$ cat src/design/sha1md_pkg.sv
// ----------------------------------------------------------------------------
// sha1md_pkg
// Shared types, constants and round functions of the SHA-1 digest block.
// ----------------------------------------------------------------------------
`default_nettype none

package sha1md_pkg;

  localparam int BYTE_W       = 8;
  localparam int WORD_W       = 32;
  localparam int IDX_W        = 3;
  localparam int POS_W        = 6;
  localparam int RND_W        = 7;
  localparam int LEN_W        = 64;
  localparam int LEN_CNT_W    = 3;
  localparam int DIGEST_WORDS = 5;
  localparam int WIN_WORDS    = 16;

  typedef logic [WORD_W-1:0] word_t;

  // fixed positions and codes
  localparam logic [POS_W-1:0]     BLOCK_LAST_POS = 6'd63;
  localparam logic [POS_W-1:0]     LEN_POS        = 6'd56;
  localparam logic [RND_W-1:0]     LAST_ROUND     = 7'd79;
  localparam logic [RND_W-1:0]     PHASE1_START   = 7'd20;
  localparam logic [RND_W-1:0]     PHASE2_START   = 7'd40;
  localparam logic [RND_W-1:0]     PHASE3_START   = 7'd60;
  localparam logic [LEN_CNT_W-1:0] LEN_BYTE_LAST  = 3'd7;
  localparam logic [IDX_W-1:0]     LAST_WORD_IDX  = 3'd4;
  localparam logic [BYTE_W-1:0]    PAD_MARK       = 8'h80;
  localparam logic [BYTE_W-1:0]    PAD_ZERO       = 8'h00;
  localparam logic [LEN_W-1:0]     BITS_PER_BYTE  = 64'd8;

  localparam word_t K0 = 32'h5A827999;
  localparam word_t K1 = 32'h6ED9EBA1;
  localparam word_t K2 = 32'h8F1BBCDC;
  localparam word_t K3 = 32'hCA62C1D6;

  localparam word_t INIT_H [DIGEST_WORDS] = '{
    32'h67452301, 32'hEFCDAB89, 32'h98BADCFE, 32'h10325476, 32'hC3D2E1F0
  };

  // control from the sequencer to the compression unit
  typedef struct packed {
    logic              wr_en;
    logic [POS_W-1:0]  wr_pos;
    logic [BYTE_W-1:0] wr_byte;
    logic              start;
    logic              reinit;
  } ctl_t;

  // status back from the compression unit
  typedef struct packed {
    logic busy;
    logic done;
  } stat_t;

  // round function by phase
  function automatic word_t round_f(input logic [RND_W-1:0] rnd,
                                    input word_t b, input word_t c, input word_t d);
    word_t f;
    if (rnd < PHASE1_START) begin
      f = (b & c) | (~b & d);
    end else if (rnd < PHASE2_START) begin
      f = b ^ c ^ d;
    end else if (rnd < PHASE3_START) begin
      f = (b & c) | (b & d) | (c & d);
    end else begin
      f = b ^ c ^ d;
    end
    return f;
  endfunction

  // round constant by phase
  function automatic word_t round_k(input logic [RND_W-1:0] rnd);
    word_t k;
    if (rnd < PHASE1_START) begin
      k = K0;
    end else if (rnd < PHASE2_START) begin
      k = K1;
    end else if (rnd < PHASE3_START) begin
      k = K2;
    end else begin
      k = K3;
    end
    return k;
  endfunction

endpackage

`default_nettype wire

$ cat src/design/sha1md_if.sv
// ----------------------------------------------------------------------------
// sha1md channel interfaces
// Valid/ready channels for message bytes in and digest words out.
// ----------------------------------------------------------------------------
`default_nettype none

interface sha1md_in_if;
  logic                         valid;
  logic                         ready;
  logic [sha1md_pkg::BYTE_W-1:0] data_byte;
  logic                         byte_present;
  logic                         end_of_message;

  modport source (output valid, data_byte, byte_present, end_of_message, input ready);
  modport sink   (input valid, data_byte, byte_present, end_of_message, output ready);
endinterface

interface sha1md_out_if;
  logic                          valid;
  logic                          ready;
  logic [sha1md_pkg::WORD_W-1:0] digest_word;
  logic [sha1md_pkg::IDX_W-1:0]  word_index;
  logic                          last_word;

  modport source (output valid, digest_word, word_index, last_word, input ready);
  modport sink   (input valid, digest_word, word_index, last_word, output ready);
endinterface

`default_nettype wire

$ cat src/design/sha1md_compress.sv
// ----------------------------------------------------------------------------
// sha1md_compress
// Message window, chaining words and the shared SHA-1 round unit: one round
// per cycle over 80 rounds, then a fold into the chaining words.
// ----------------------------------------------------------------------------
`default_nettype none

module sha1md_compress (
  input  wire logic              clk,
  input  wire logic              rst_n,
  input  wire sha1md_pkg::ctl_t  ctl_i,
  output sha1md_pkg::stat_t      stat_o,
  output sha1md_pkg::word_t      chain_o [sha1md_pkg::DIGEST_WORDS]
);
  import sha1md_pkg::*;

  word_t            win_r   [WIN_WORDS];
  word_t            chain_r [DIGEST_WORDS];
  word_t            a_r, b_r, c_r, d_r, e_r;
  logic [RND_W-1:0] rnd_r;
  logic             running_r;
  logic             fold_r;

  word_t            sum_w;
  logic [3:0]       wr_word;
  logic [1:0]       wr_lane;
  logic [4:0]       lane_lsb;

  // one round of the compression function, and the byte write position decode
  always_comb begin
    sum_w   = {a_r[WORD_W-6:0], a_r[WORD_W-1:WORD_W-5]} + round_f(rnd_r, b_r, c_r, d_r)
              + e_r + round_k(rnd_r) + win_r[0];
    wr_word = ctl_i.wr_pos[POS_W-1:2];
    wr_lane = ctl_i.wr_pos[1:0];
    lane_lsb = {~wr_lane, 3'b000};
  end

  // window: byte writes while idle, shifting during rounds
  always_ff @(posedge clk) begin
    if (running_r) begin
      for (int i = 0; i < WIN_WORDS - 1; i++) begin
        win_r[i] <= win_r[i+1];
      end
      win_r[WIN_WORDS-1] <= {win_r[13][WORD_W-2:0] ^ win_r[8][WORD_W-2:0] ^
                             win_r[2][WORD_W-2:0] ^ win_r[0][WORD_W-2:0],
                             win_r[13][WORD_W-1] ^ win_r[8][WORD_W-1] ^
                             win_r[2][WORD_W-1] ^ win_r[0][WORD_W-1]};
    end else if (ctl_i.wr_en) begin
      if (wr_lane == 2'd0) begin
        win_r[wr_word] <= {ctl_i.wr_byte, {(WORD_W-BYTE_W){1'b0}}};
      end else begin
        win_r[wr_word][lane_lsb +: BYTE_W] <= ctl_i.wr_byte;
      end
    end
  end

  // working words
  always_ff @(posedge clk) begin
    if (ctl_i.start) begin
      a_r <= chain_r[0];
      b_r <= chain_r[1];
      c_r <= chain_r[2];
      d_r <= chain_r[3];
      e_r <= chain_r[4];
    end else if (running_r) begin
      a_r <= sum_w;
      b_r <= a_r;
      c_r <= {b_r[1:0], b_r[WORD_W-1:2]};
      d_r <= c_r;
      e_r <= d_r;
    end
  end

  // round sequencing and chaining words
  always_ff @(posedge clk) begin
    if (!rst_n) begin
      running_r <= 1'b0;
      fold_r    <= 1'b0;
      rnd_r     <= '0;
      for (int i = 0; i < DIGEST_WORDS; i++) begin
        chain_r[i] <= INIT_H[i];
      end
    end else begin
      if (ctl_i.start) begin
        running_r <= 1'b1;
        rnd_r     <= '0;
      end else if (running_r) begin
        if (rnd_r == LAST_ROUND) begin
          running_r <= 1'b0;
          fold_r    <= 1'b1;
          rnd_r     <= '0;
        end else begin
          rnd_r <= rnd_r + 1'b1;
        end
      end
      if (fold_r) begin
        fold_r     <= 1'b0;
        chain_r[0] <= chain_r[0] + a_r;
        chain_r[1] <= chain_r[1] + b_r;
        chain_r[2] <= chain_r[2] + c_r;
        chain_r[3] <= chain_r[3] + d_r;
        chain_r[4] <= chain_r[4] + e_r;
      end else if (ctl_i.reinit) begin
        for (int i = 0; i < DIGEST_WORDS; i++) begin
          chain_r[i] <= INIT_H[i];
        end
      end
    end
  end

  assign stat_o.busy = running_r | fold_r;
  assign stat_o.done = fold_r;

  always_comb begin
    for (int i = 0; i < DIGEST_WORDS; i++) begin
      chain_o[i] = chain_r[i];
    end
  end

endmodule

`default_nettype wire

$ cat src/design/sha1_message_digest.sv
// Message bytes are taken one per cycle while idle; a filled 64-byte block is then
// compressed (80 rounds on the shared round unit, one fold) and no bytes are taken
// meanwhile. An end mark pads one byte per cycle with one or two further blocks,
// then gives five words, one a cycle while the receiver is ready.
// Reset: chaining words to the initial hash, counters and length to zero.
// ----------------------------------------------------------------------------
// sha1_message_digest
// SHA-1 over a byte stream: packing, length count, padding and digest output.
// ----------------------------------------------------------------------------
`default_nettype none

module sha1_message_digest (
  input  wire logic   clk,
  input  wire logic   rst_n,
  sha1md_in_if.sink   in_ch,
  sha1md_out_if.source out_ch
);
  import sha1md_pkg::*;

  typedef enum logic [3:0] {
    S_IDLE = 4'b0001,
    S_COMP = 4'b0010,
    S_PAD  = 4'b0100,
    S_OUT  = 4'b1000
  } state_t;

  state_t                state_r, state_nxt;
  logic [POS_W-1:0]      count_r, count_nxt;
  logic [LEN_W-1:0]      len_r, len_nxt;
  logic                  padding_r, padding_nxt;
  logic                  mark_done_r, mark_done_nxt;
  logic                  len_act_r, len_act_nxt;
  logic [LEN_CNT_W-1:0]  len_cnt_r, len_cnt_nxt;
  logic                  pad_last_r, pad_last_nxt;
  logic [IDX_W-1:0]      out_idx_r, out_idx_nxt;

  ctl_t                  ctl;
  stat_t                 stat;
  word_t                 chain [DIGEST_WORDS];

  // compression unit
  sha1md_compress u_compress (
    .clk     (clk),
    .rst_n   (rst_n),
    .ctl_i   (ctl),
    .stat_o  (stat),
    .chain_o (chain)
  );

  // sequencer: byte intake, padding, output
  always_comb begin
    state_nxt     = state_r;
    count_nxt     = count_r;
    len_nxt       = len_r;
    padding_nxt   = padding_r;
    mark_done_nxt = mark_done_r;
    len_act_nxt   = len_act_r;
    len_cnt_nxt   = len_cnt_r;
    pad_last_nxt  = pad_last_r;
    out_idx_nxt   = out_idx_r;
    ctl           = '0;
    ctl.wr_pos    = count_r;
    in_ch.ready   = 1'b0;
    out_ch.valid  = 1'b0;
    case (state_r)
      S_IDLE: begin
        in_ch.ready = 1'b1;
        if (in_ch.valid) begin
          padding_nxt = in_ch.end_of_message;
          if (in_ch.byte_present) begin
            ctl.wr_en   = 1'b1;
            ctl.wr_byte = in_ch.data_byte;
            count_nxt   = count_r + 1'b1;
            len_nxt     = len_r + BITS_PER_BYTE;
          end
          if (in_ch.byte_present && count_r == BLOCK_LAST_POS) begin
            ctl.start = 1'b1;
            state_nxt = S_COMP;
          end else if (in_ch.end_of_message) begin
            state_nxt = S_PAD;
          end
        end
      end
      S_PAD: begin
        ctl.wr_en = 1'b1;
        count_nxt = count_r + 1'b1;
        if (!mark_done_r) begin
          ctl.wr_byte   = PAD_MARK;
          mark_done_nxt = 1'b1;
        end else if (len_act_r || count_r == LEN_POS) begin
          ctl.wr_byte = len_r[LEN_W-1 -: BYTE_W];
          len_nxt     = {len_r[LEN_W-BYTE_W-1:0], PAD_ZERO};
          len_act_nxt = 1'b1;
          len_cnt_nxt = len_cnt_r + 1'b1;
          if (len_cnt_r == LEN_BYTE_LAST) begin
            pad_last_nxt = 1'b1;
          end
        end else begin
          ctl.wr_byte = PAD_ZERO;
        end
        if (count_r == BLOCK_LAST_POS) begin
          ctl.start = 1'b1;
          state_nxt = S_COMP;
        end
      end
      S_COMP: begin
        if (stat.done) begin
          if (pad_last_r) begin
            state_nxt = S_OUT;
          end else if (padding_r) begin
            state_nxt = S_PAD;
          end else begin
            state_nxt = S_IDLE;
          end
        end
      end
      S_OUT: begin
        out_ch.valid = 1'b1;
        if (out_ch.ready) begin
          out_idx_nxt = out_idx_r + 1'b1;
          if (out_idx_r == LAST_WORD_IDX) begin
            ctl.reinit    = 1'b1;
            state_nxt     = S_IDLE;
            count_nxt     = '0;
            len_nxt       = '0;
            padding_nxt   = 1'b0;
            mark_done_nxt = 1'b0;
            len_act_nxt   = 1'b0;
            len_cnt_nxt   = '0;
            pad_last_nxt  = 1'b0;
            out_idx_nxt   = '0;
          end
        end
      end
      default: begin
        state_nxt = S_IDLE;
      end
    endcase
  end

  // sequencer registers
  always_ff @(posedge clk) begin
    if (!rst_n) begin
      state_r     <= S_IDLE;
      count_r     <= '0;
      len_r       <= '0;
      padding_r   <= 1'b0;
      mark_done_r <= 1'b0;
      len_act_r   <= 1'b0;
      len_cnt_r   <= '0;
      pad_last_r  <= 1'b0;
      out_idx_r   <= '0;
    end else begin
      state_r     <= state_nxt;
      count_r     <= count_nxt;
      len_r       <= len_nxt;
      padding_r   <= padding_nxt;
      mark_done_r <= mark_done_nxt;
      len_act_r   <= len_act_nxt;
      len_cnt_r   <= len_cnt_nxt;
      pad_last_r  <= pad_last_nxt;
      out_idx_r   <= out_idx_nxt;
    end
  end

  // digest word presented from the chaining words
  assign out_ch.digest_word = chain[out_idx_r];
  assign out_ch.word_index  = out_idx_r;
  assign out_ch.last_word   = (out_idx_r == LAST_WORD_IDX);

`ifndef ASSERT_OFF
  // no request is taken while the round unit is working
  a_ready_not_busy: assert property (@(posedge clk) disable iff (!rst_n)
    in_ch.ready |-> !stat.busy)
    else $error("request accepted while compression busy");

  // a compression starts only on the byte that fills a block
  a_start_on_full: assert property (@(posedge clk) disable iff (!rst_n)
    ctl.start |-> (ctl.wr_en && ctl.wr_pos == BLOCK_LAST_POS))
    else $error("compression started on a partial block");

  // output and intake never overlap
  a_out_excl: assert property (@(posedge clk) disable iff (!rst_n)
    out_ch.valid |-> !in_ch.ready)
    else $error("digest word shown while taking requests");

  // after the final word the block is back to its initial state
  a_reinit: assert property (@(posedge clk) disable iff (!rst_n)
    (out_ch.valid && out_ch.ready && out_ch.last_word) |=>
      (in_ch.ready && chain[0] == INIT_H[0] && len_r == '0))
    else $error("state not restored after digest");
`endif

endmodule

`default_nettype wire

$ cat src/flat_wrapper.sv
// flat-port wrapper written by rule: the top's interface ports become plain ports
module sha1_message_digest_flat import sha1md_pkg::*;
  (clk, rst_n, in_ch_valid, in_ch_data_byte, in_ch_byte_present, in_ch_end_of_message, in_ch_ready, out_ch_valid, out_ch_digest_word, out_ch_word_index, out_ch_last_word, out_ch_ready);
  sha1md_in_if in_ch_i ();
  sha1md_out_if out_ch_i ();
  input  wire logic clk;
  input  wire logic rst_n;
  input wire logic [$bits(in_ch_i.valid)-1:0] in_ch_valid;
  input wire logic [$bits(in_ch_i.data_byte)-1:0] in_ch_data_byte;
  input wire logic [$bits(in_ch_i.byte_present)-1:0] in_ch_byte_present;
  input wire logic [$bits(in_ch_i.end_of_message)-1:0] in_ch_end_of_message;
  output wire logic [$bits(in_ch_i.ready)-1:0] in_ch_ready;
  output wire logic [$bits(out_ch_i.valid)-1:0] out_ch_valid;
  output wire logic [$bits(out_ch_i.digest_word)-1:0] out_ch_digest_word;
  output wire logic [$bits(out_ch_i.word_index)-1:0] out_ch_word_index;
  output wire logic [$bits(out_ch_i.last_word)-1:0] out_ch_last_word;
  input wire logic [$bits(out_ch_i.ready)-1:0] out_ch_ready;
  assign in_ch_i.valid = in_ch_valid;
  assign in_ch_i.data_byte = in_ch_data_byte;
  assign in_ch_i.byte_present = in_ch_byte_present;
  assign in_ch_i.end_of_message = in_ch_end_of_message;
  assign in_ch_ready = in_ch_i.ready;
  assign out_ch_valid = out_ch_i.valid;
  assign out_ch_digest_word = out_ch_i.digest_word;
  assign out_ch_word_index = out_ch_i.word_index;
  assign out_ch_last_word = out_ch_i.last_word;
  assign out_ch_i.ready = out_ch_ready;
  sha1_message_digest u_core (.clk(clk), .rst_n(rst_n), .in_ch(in_ch_i), .out_ch(out_ch_i));
endmodule
$ cat config.mk
export PLATFORM = sky130hd
export DESIGN_NAME = sha1_message_digest_flat
export DESIGN_NICKNAME = d
export VERILOG_FILES = /design/src/design/sha1md_pkg.sv /design/src/design/sha1md_if.sv /design/src/design/sha1md_compress.sv /design/src/design/sha1_message_digest.sv /design/src/flat_wrapper.sv
export SDC_FILE = /design/constraint.sdc
export NUM_CORES = 2
export LEC_CHECK = 0
export BUFFER_PORTS_ARGS = -buffer_cell sky130_fd_sc_hd__buf_2
export CORE_MARGIN = 3
export CORE_UTILIZATION = 50
export DETAILED_ROUTE_END_ITERATION = 7
export PLACE_DENSITY = 0.63
export SETUP_SLACK_MARGIN = 0.3
export SYNTH_ARGS = -nofsm -noshare
export SYNTH_HDL_FRONTEND = slang
export SYNTH_SLANG_ARGS = --single-unit
export TNS_END_PERCENT = 5
$ cat constraint.sdc
create_clock -name clk -period 11.1 [get_ports clk]
set_input_delay 1.665 -clock clk [delete_from_list [all_inputs] [get_ports clk]]
set_output_delay 1.665 -clock clk [all_outputs]
set_load 0.005 [all_outputs]
==> out/metrics.cfg <==
[place]
gpl.final_weighted_congestion = 0.948
dp_hpwl_um = 107000
io_buffers = 51

[layout]
fillCellCount = 9226
syn_to_final_growth_pct = 9.06
diodes = 0
finalNetCount = 5207
drive_above_1_share_pct = 19.5

[clock_network]
post_cts_buffers = 0
cts_resized = 0
worstSkewPairLatency_ns = 0.72
cts.htree.levels = 3
clock_tree_from_tritoncts = built
cts-buffers-inserted = 104
cts-root-to-sink-buffers = 3
cts_sinks = 922
cts_root_buffer = sky130_fd_sc_hd__clkbuf_16
cts.hold.buffers_added = 0
clock_pin_slew_worst_setup_and_hold_paths_ns = 0.06

[setup_path]
worst-r2r-cell-count = 22
worstSetupEndpointType = register
reg2reg_from = u_core.u_compress.rnd_r[4]
cp.arrival_ns = 8.49
crit_path_start = u_core.u_compress.rnd_r[4]
worstReg2RegEnd = u_core.u_compress.a_r[29]
worstSetupStartpointType = register
worst-path-max-fanout = 20
regToRegSetupSlack_ns = 3.18
critical_path.endpoint = u_core.u_compress.a_r[29]
worstSetupPathType = reg2reg
worst-endpoint-required_ns = 11.67

[detailed_routing]
routed-wl-met2_um = 71500
postRouteWirelength_um = 150000
count_of_vias_placed_by_the_detailed_router = 37781
drc_errors = 0
detail-route-antenna-nets = 0
top_signal_layer_used = met4
drt_pre_antenna_iters = 7
dr_wl_met3_um = 7570
wl_met1_um = 65200
drt_iter0_drc = 3205
drt-vias-per-instance = 5.95
detail_route.wl_per_cell_um = 23.6

[synth]
synth_flop_cell = sky130_fd_sc_hd__edfxtp_1
post_synthesis_area_per_instance_um2 = 11.3
synth_enable_flop_cells = 832
synth-seq-cells = 922
yosysWarningCount = 0
ys_async_sr_fraction_pct = 0
yosys.cell_types.count = 97
syn-cell-area_mm2 = 0.0548
syn_nets = 5192
postSynthCellCount = 4848
portion_of_the_post_synthesis_area_used_by_sequential_elements_pct = 48.9

[power_and_ir_drop]
totalPowerFinal_mw = 8.56
power_leakage_nw = 21.7
vdd_drop_max_mv = 0.126
power_density_mw_per_mm2 = 143

[global_route]
grt_max_degree = 175
grt_antenna_before_repair = 0
grt_use_total_pct = 26.4
gr-total-overflow = 0
grt_first_pass_wirelength_um = 229000
vias_in_the_first_global_route = 36937

[timing]
max_freq_mhz = 126
finalHoldViolations = 0
setup_viol = 0
min_period_ns = 7.92
setup_tns_ns = 0
slew_violations = 0
relSlewSlack_pct = 8.31
setup_repair_after_global_routing_missed_its_margin = no
clock_skew_ns = 0.0378
finalCritPeriodShare_pct = 71.3
tightestPinTransition_ns = 1.37
finalHoldWorstSlack_ns = 0.488

[floorplan]
die-width_um = 337
floorplan.rows = 120
number_of_ports_placed_on_the_die_boundary = 52
die_height_um = 337
die-area_mm2 = 0.114
initial_utilization_pct = 50.8
core_area_mm2 = 0.108

[run]
timing.max_cap.violations = 0

[hold_path]
holdCritPathClass = reg2reg

[outcome]
outcome = complete, no violations

-- area by class of cell --
cell class	instances	area, µm²	share of cell area, %
Tap cell	1403	1760	2.94
Inverter	300	1130	1.88
Clock buffer	124	2720	4.55
Clock inverter	65	634	1.06
Multi-Input combinational cell	3434	26100	43.7
Sequential cell	922	26800	44.8
Timing Repair Buffer	101	643	1.08
-- synth_stat cells (15+ instances only) --
| library cell | instances | share of area, % |
|---|---|---|
| sky130_fd_sc_hd__a211oi_1 | 29 | 0.40 |
| sky130_fd_sc_hd__a21o_1 | 78 | 1.1 |
| sky130_fd_sc_hd__a21oi_1 | 228 | 2.1 |
| sky130_fd_sc_hd__a221oi_1 | 20 | 0.32 |
| sky130_fd_sc_hd__a222oi_1 | 17 | 0.31 |
| sky130_fd_sc_hd__a22oi_1 | 17 | 0.23 |
| sky130_fd_sc_hd__a31oi_1 | 28 | 0.32 |
| sky130_fd_sc_hd__and2_1 | 22 | 0.25 |
| sky130_fd_sc_hd__and3_1 | 25 | 0.29 |
| sky130_fd_sc_hd__buf_2 | 18 | 0.16 |
| sky130_fd_sc_hd__clkbuf_1 | 127 | 0.87 |
| sky130_fd_sc_hd__clkbuf_2 | 24 | 0.22 |
| sky130_fd_sc_hd__dfxtp_1 | 90 | 3.3 |
| sky130_fd_sc_hd__edfxtp_1 | 832 | 46 |
| sky130_fd_sc_hd__fa_1 | 125 | 4.6 |
| sky130_fd_sc_hd__ha_1 | 205 | 4.7 |
| sky130_fd_sc_hd__inv_1 | 296 | 2.0 |
| sky130_fd_sc_hd__mux2_2 | 496 | 10 |
| sky130_fd_sc_hd__mux2i_1 | 20 | 0.37 |
| sky130_fd_sc_hd__mux4_2 | 32 | 1.3 |
| sky130_fd_sc_hd__nand2_1 | 665 | 4.6 |
| sky130_fd_sc_hd__nand2b_1 | 26 | 0.30 |
| sky130_fd_sc_hd__nand3_1 | 77 | 0.70 |
| sky130_fd_sc_hd__nand4_1 | 36 | 0.41 |
| sky130_fd_sc_hd__nor2_1 | 269 | 1.8 |
| sky130_fd_sc_hd__nor2_2 | 69 | 0.79 |
| sky130_fd_sc_hd__nor2b_1 | 27 | 0.31 |
| sky130_fd_sc_hd__nor3_1 | 62 | 0.57 |
| sky130_fd_sc_hd__o211ai_1 | 15 | 0.21 |
| sky130_fd_sc_hd__o21a_1 | 35 | 0.48 |
| sky130_fd_sc_hd__o21ai_0 | 240 | 2.2 |
| sky130_fd_sc_hd__o21bai_1 | 18 | 0.25 |
| sky130_fd_sc_hd__o31ai_1 | 22 | 0.30 |
| sky130_fd_sc_hd__or2_2 | 69 | 0.79 |
| sky130_fd_sc_hd__xnor2_1 | 192 | 3.1 |
| sky130_fd_sc_hd__xor2_1 | 86 | 1.4 |
-- cell families after synthesis --
kind of cell / count (synthesis) / share of synthesized area [%]
and+or+nand+nor: 1430 / 12.1
DFF: 922 / 48.9
AOI/OAI and AO/OA: 848 / 9.88
muxes: 548 / 11.9
buffers and inverters: 492 / 3.61
adders and majority gates: 330 / 9.24
xor gates and xnor gates: 278 / 4.44
-- critical path: stages, from the launching register on --
cell	delay (ns)
sky130_fd_sc_hd__dfxtp_1	0.38
sky130_fd_sc_hd__o21ai_0	0.14
sky130_fd_sc_hd__nor2b_1	0.35
sky130_fd_sc_hd__inv_1	0.30
sky130_fd_sc_hd__nand2_1	0.73
sky130_fd_sc_hd__clkinv_1	1.07
sky130_fd_sc_hd__a222oi_1	0.65
sky130_fd_sc_hd__fa_1	0.50
sky130_fd_sc_hd__inv_1	0.10
sky130_fd_sc_hd__fa_1	0.40
sky130_fd_sc_hd__inv_1	0.09
sky130_fd_sc_hd__fa_1	0.43
sky130_fd_sc_hd__inv_1	0.07
sky130_fd_sc_hd__ha_1	0.29
sky130_fd_sc_hd__a21o_1	0.20
sky130_fd_sc_hd__a21o_1	0.17
sky130_fd_sc_hd__a2111oi_0	0.42
sky130_fd_sc_hd__o21ai_0	0.25
sky130_fd_sc_hd__o211a_1	0.30
sky130_fd_sc_hd__o21bai_1	0.25
sky130_fd_sc_hd__a21oi_1	0.12
sky130_fd_sc_hd__or4b_1	0.47
sky130_fd_sc_hd__nand3_1	0.09
-- per-layer routing --
layer  vias to the layer above  GRT usage [%]
met2                      1137           43.3
met5                         -              0
met3                       250           2.96
met4                         0           9.20
li1                      17549              -
met1                     18845           36.4
-- sequential cells by signal, indices dropped and copies added, names as in the netlist, 7 cells and up --
register,cells
u_core.u_compress.chain_r,160
u_core.u_compress.c_r,32
u_core.len_r,61
u_core.u_compress.e_r,32
u_core.u_compress.b_r,32
u_core.u_compress.win_r,512
u_core.u_compress.a_r,32
u_core.u_compress.rnd_r,7
u_core.u_compress.d_r,32
-- where the power goes --
| group | internal [mW] | switching (mW) |
|---|---|---|
| registers | 3.88 | 0.124 |
| logic | 0.430 | 0.696 |
| clock network | 1.96 | 1.48 |
-- layout by cell type, fill, tap and decap left out, types with 27 or more instances in the layout --
| cell | n |
|---|---|
| sky130_fd_sc_hd__mux4_2 | 32 |
| sky130_fd_sc_hd__a21o_1 | 78 |
| sky130_fd_sc_hd__nor2b_1 | 27 |
| sky130_fd_sc_hd__a21oi_1 | 228 |
| sky130_fd_sc_hd__buf_2 | 51 |
| sky130_fd_sc_hd__dfxtp_1 | 87 |
| sky130_fd_sc_hd__xnor2_1 | 192 |
| sky130_fd_sc_hd__fa_1 | 125 |
| sky130_fd_sc_hd__a31oi_1 | 28 |
| sky130_fd_sc_hd__o21ai_0 | 240 |
| sky130_fd_sc_hd__nor3_1 | 62 |
| sky130_fd_sc_hd__clkbuf_16 | 106 |
| sky130_fd_sc_hd__mux2_2 | 496 |
| sky130_fd_sc_hd__ha_1 | 205 |
| sky130_fd_sc_hd__nand4_1 | 36 |
| sky130_fd_sc_hd__clkinv_1 | 31 |
| sky130_fd_sc_hd__xor2_1 | 86 |
| sky130_fd_sc_hd__nand2_1 | 663 |
| sky130_fd_sc_hd__a211oi_1 | 29 |
| sky130_fd_sc_hd__nor2_1 | 268 |
| sky130_fd_sc_hd__o21a_1 | 35 |
| sky130_fd_sc_hd__nor2_2 | 70 |
| sky130_fd_sc_hd__buf_4 | 49 |
| sky130_fd_sc_hd__inv_1 | 296 |
| sky130_fd_sc_hd__nand3_1 | 77 |
| sky130_fd_sc_hd__or2_2 | 68 |
| sky130_fd_sc_hd__edfxtp_1 | 832 |
-- worst min path at each step --
stage                        start                  end  slack [ns]  depth (start not counted)
6_report       u_core.len_cnt_r[2]  u_core.len_cnt_r[2]        0.49                          2
5_1_grt        u_core.len_cnt_r[1]  u_core.len_cnt_r[1]        0.52                          2
4_1_cts        u_core.len_cnt_r[2]  u_core.len_cnt_r[2]        0.49                          2
3_5_place_dp   u_core.len_cnt_r[2]  u_core.len_cnt_r[2]        0.48                          2
3_3_place_gp   u_core.len_cnt_r[2]  u_core.len_cnt_r[2]        0.46                          2
2_1_floorplan     u_core.len_act_r     u_core.len_act_r        0.44                          2
-- through the flow --
step | std cells | cell area, µm² | setup WS [ns] | util [%]
finish | 6349 | 59800 | 3.18 | 55.4
global route | 6349 | 59800 | 2.64 | 55.4
CTS | 6349 | 59800 | 3.18 | 55.4
detailed placement | 6160 | 56400 | 3.20 | 52.3
global placement | 6160 | 56400 | 3.39 | 52.3
floorplan | 4848 | 54800 | 4.44 | -
Note: power is estimated with default switching activity, not from simulation.
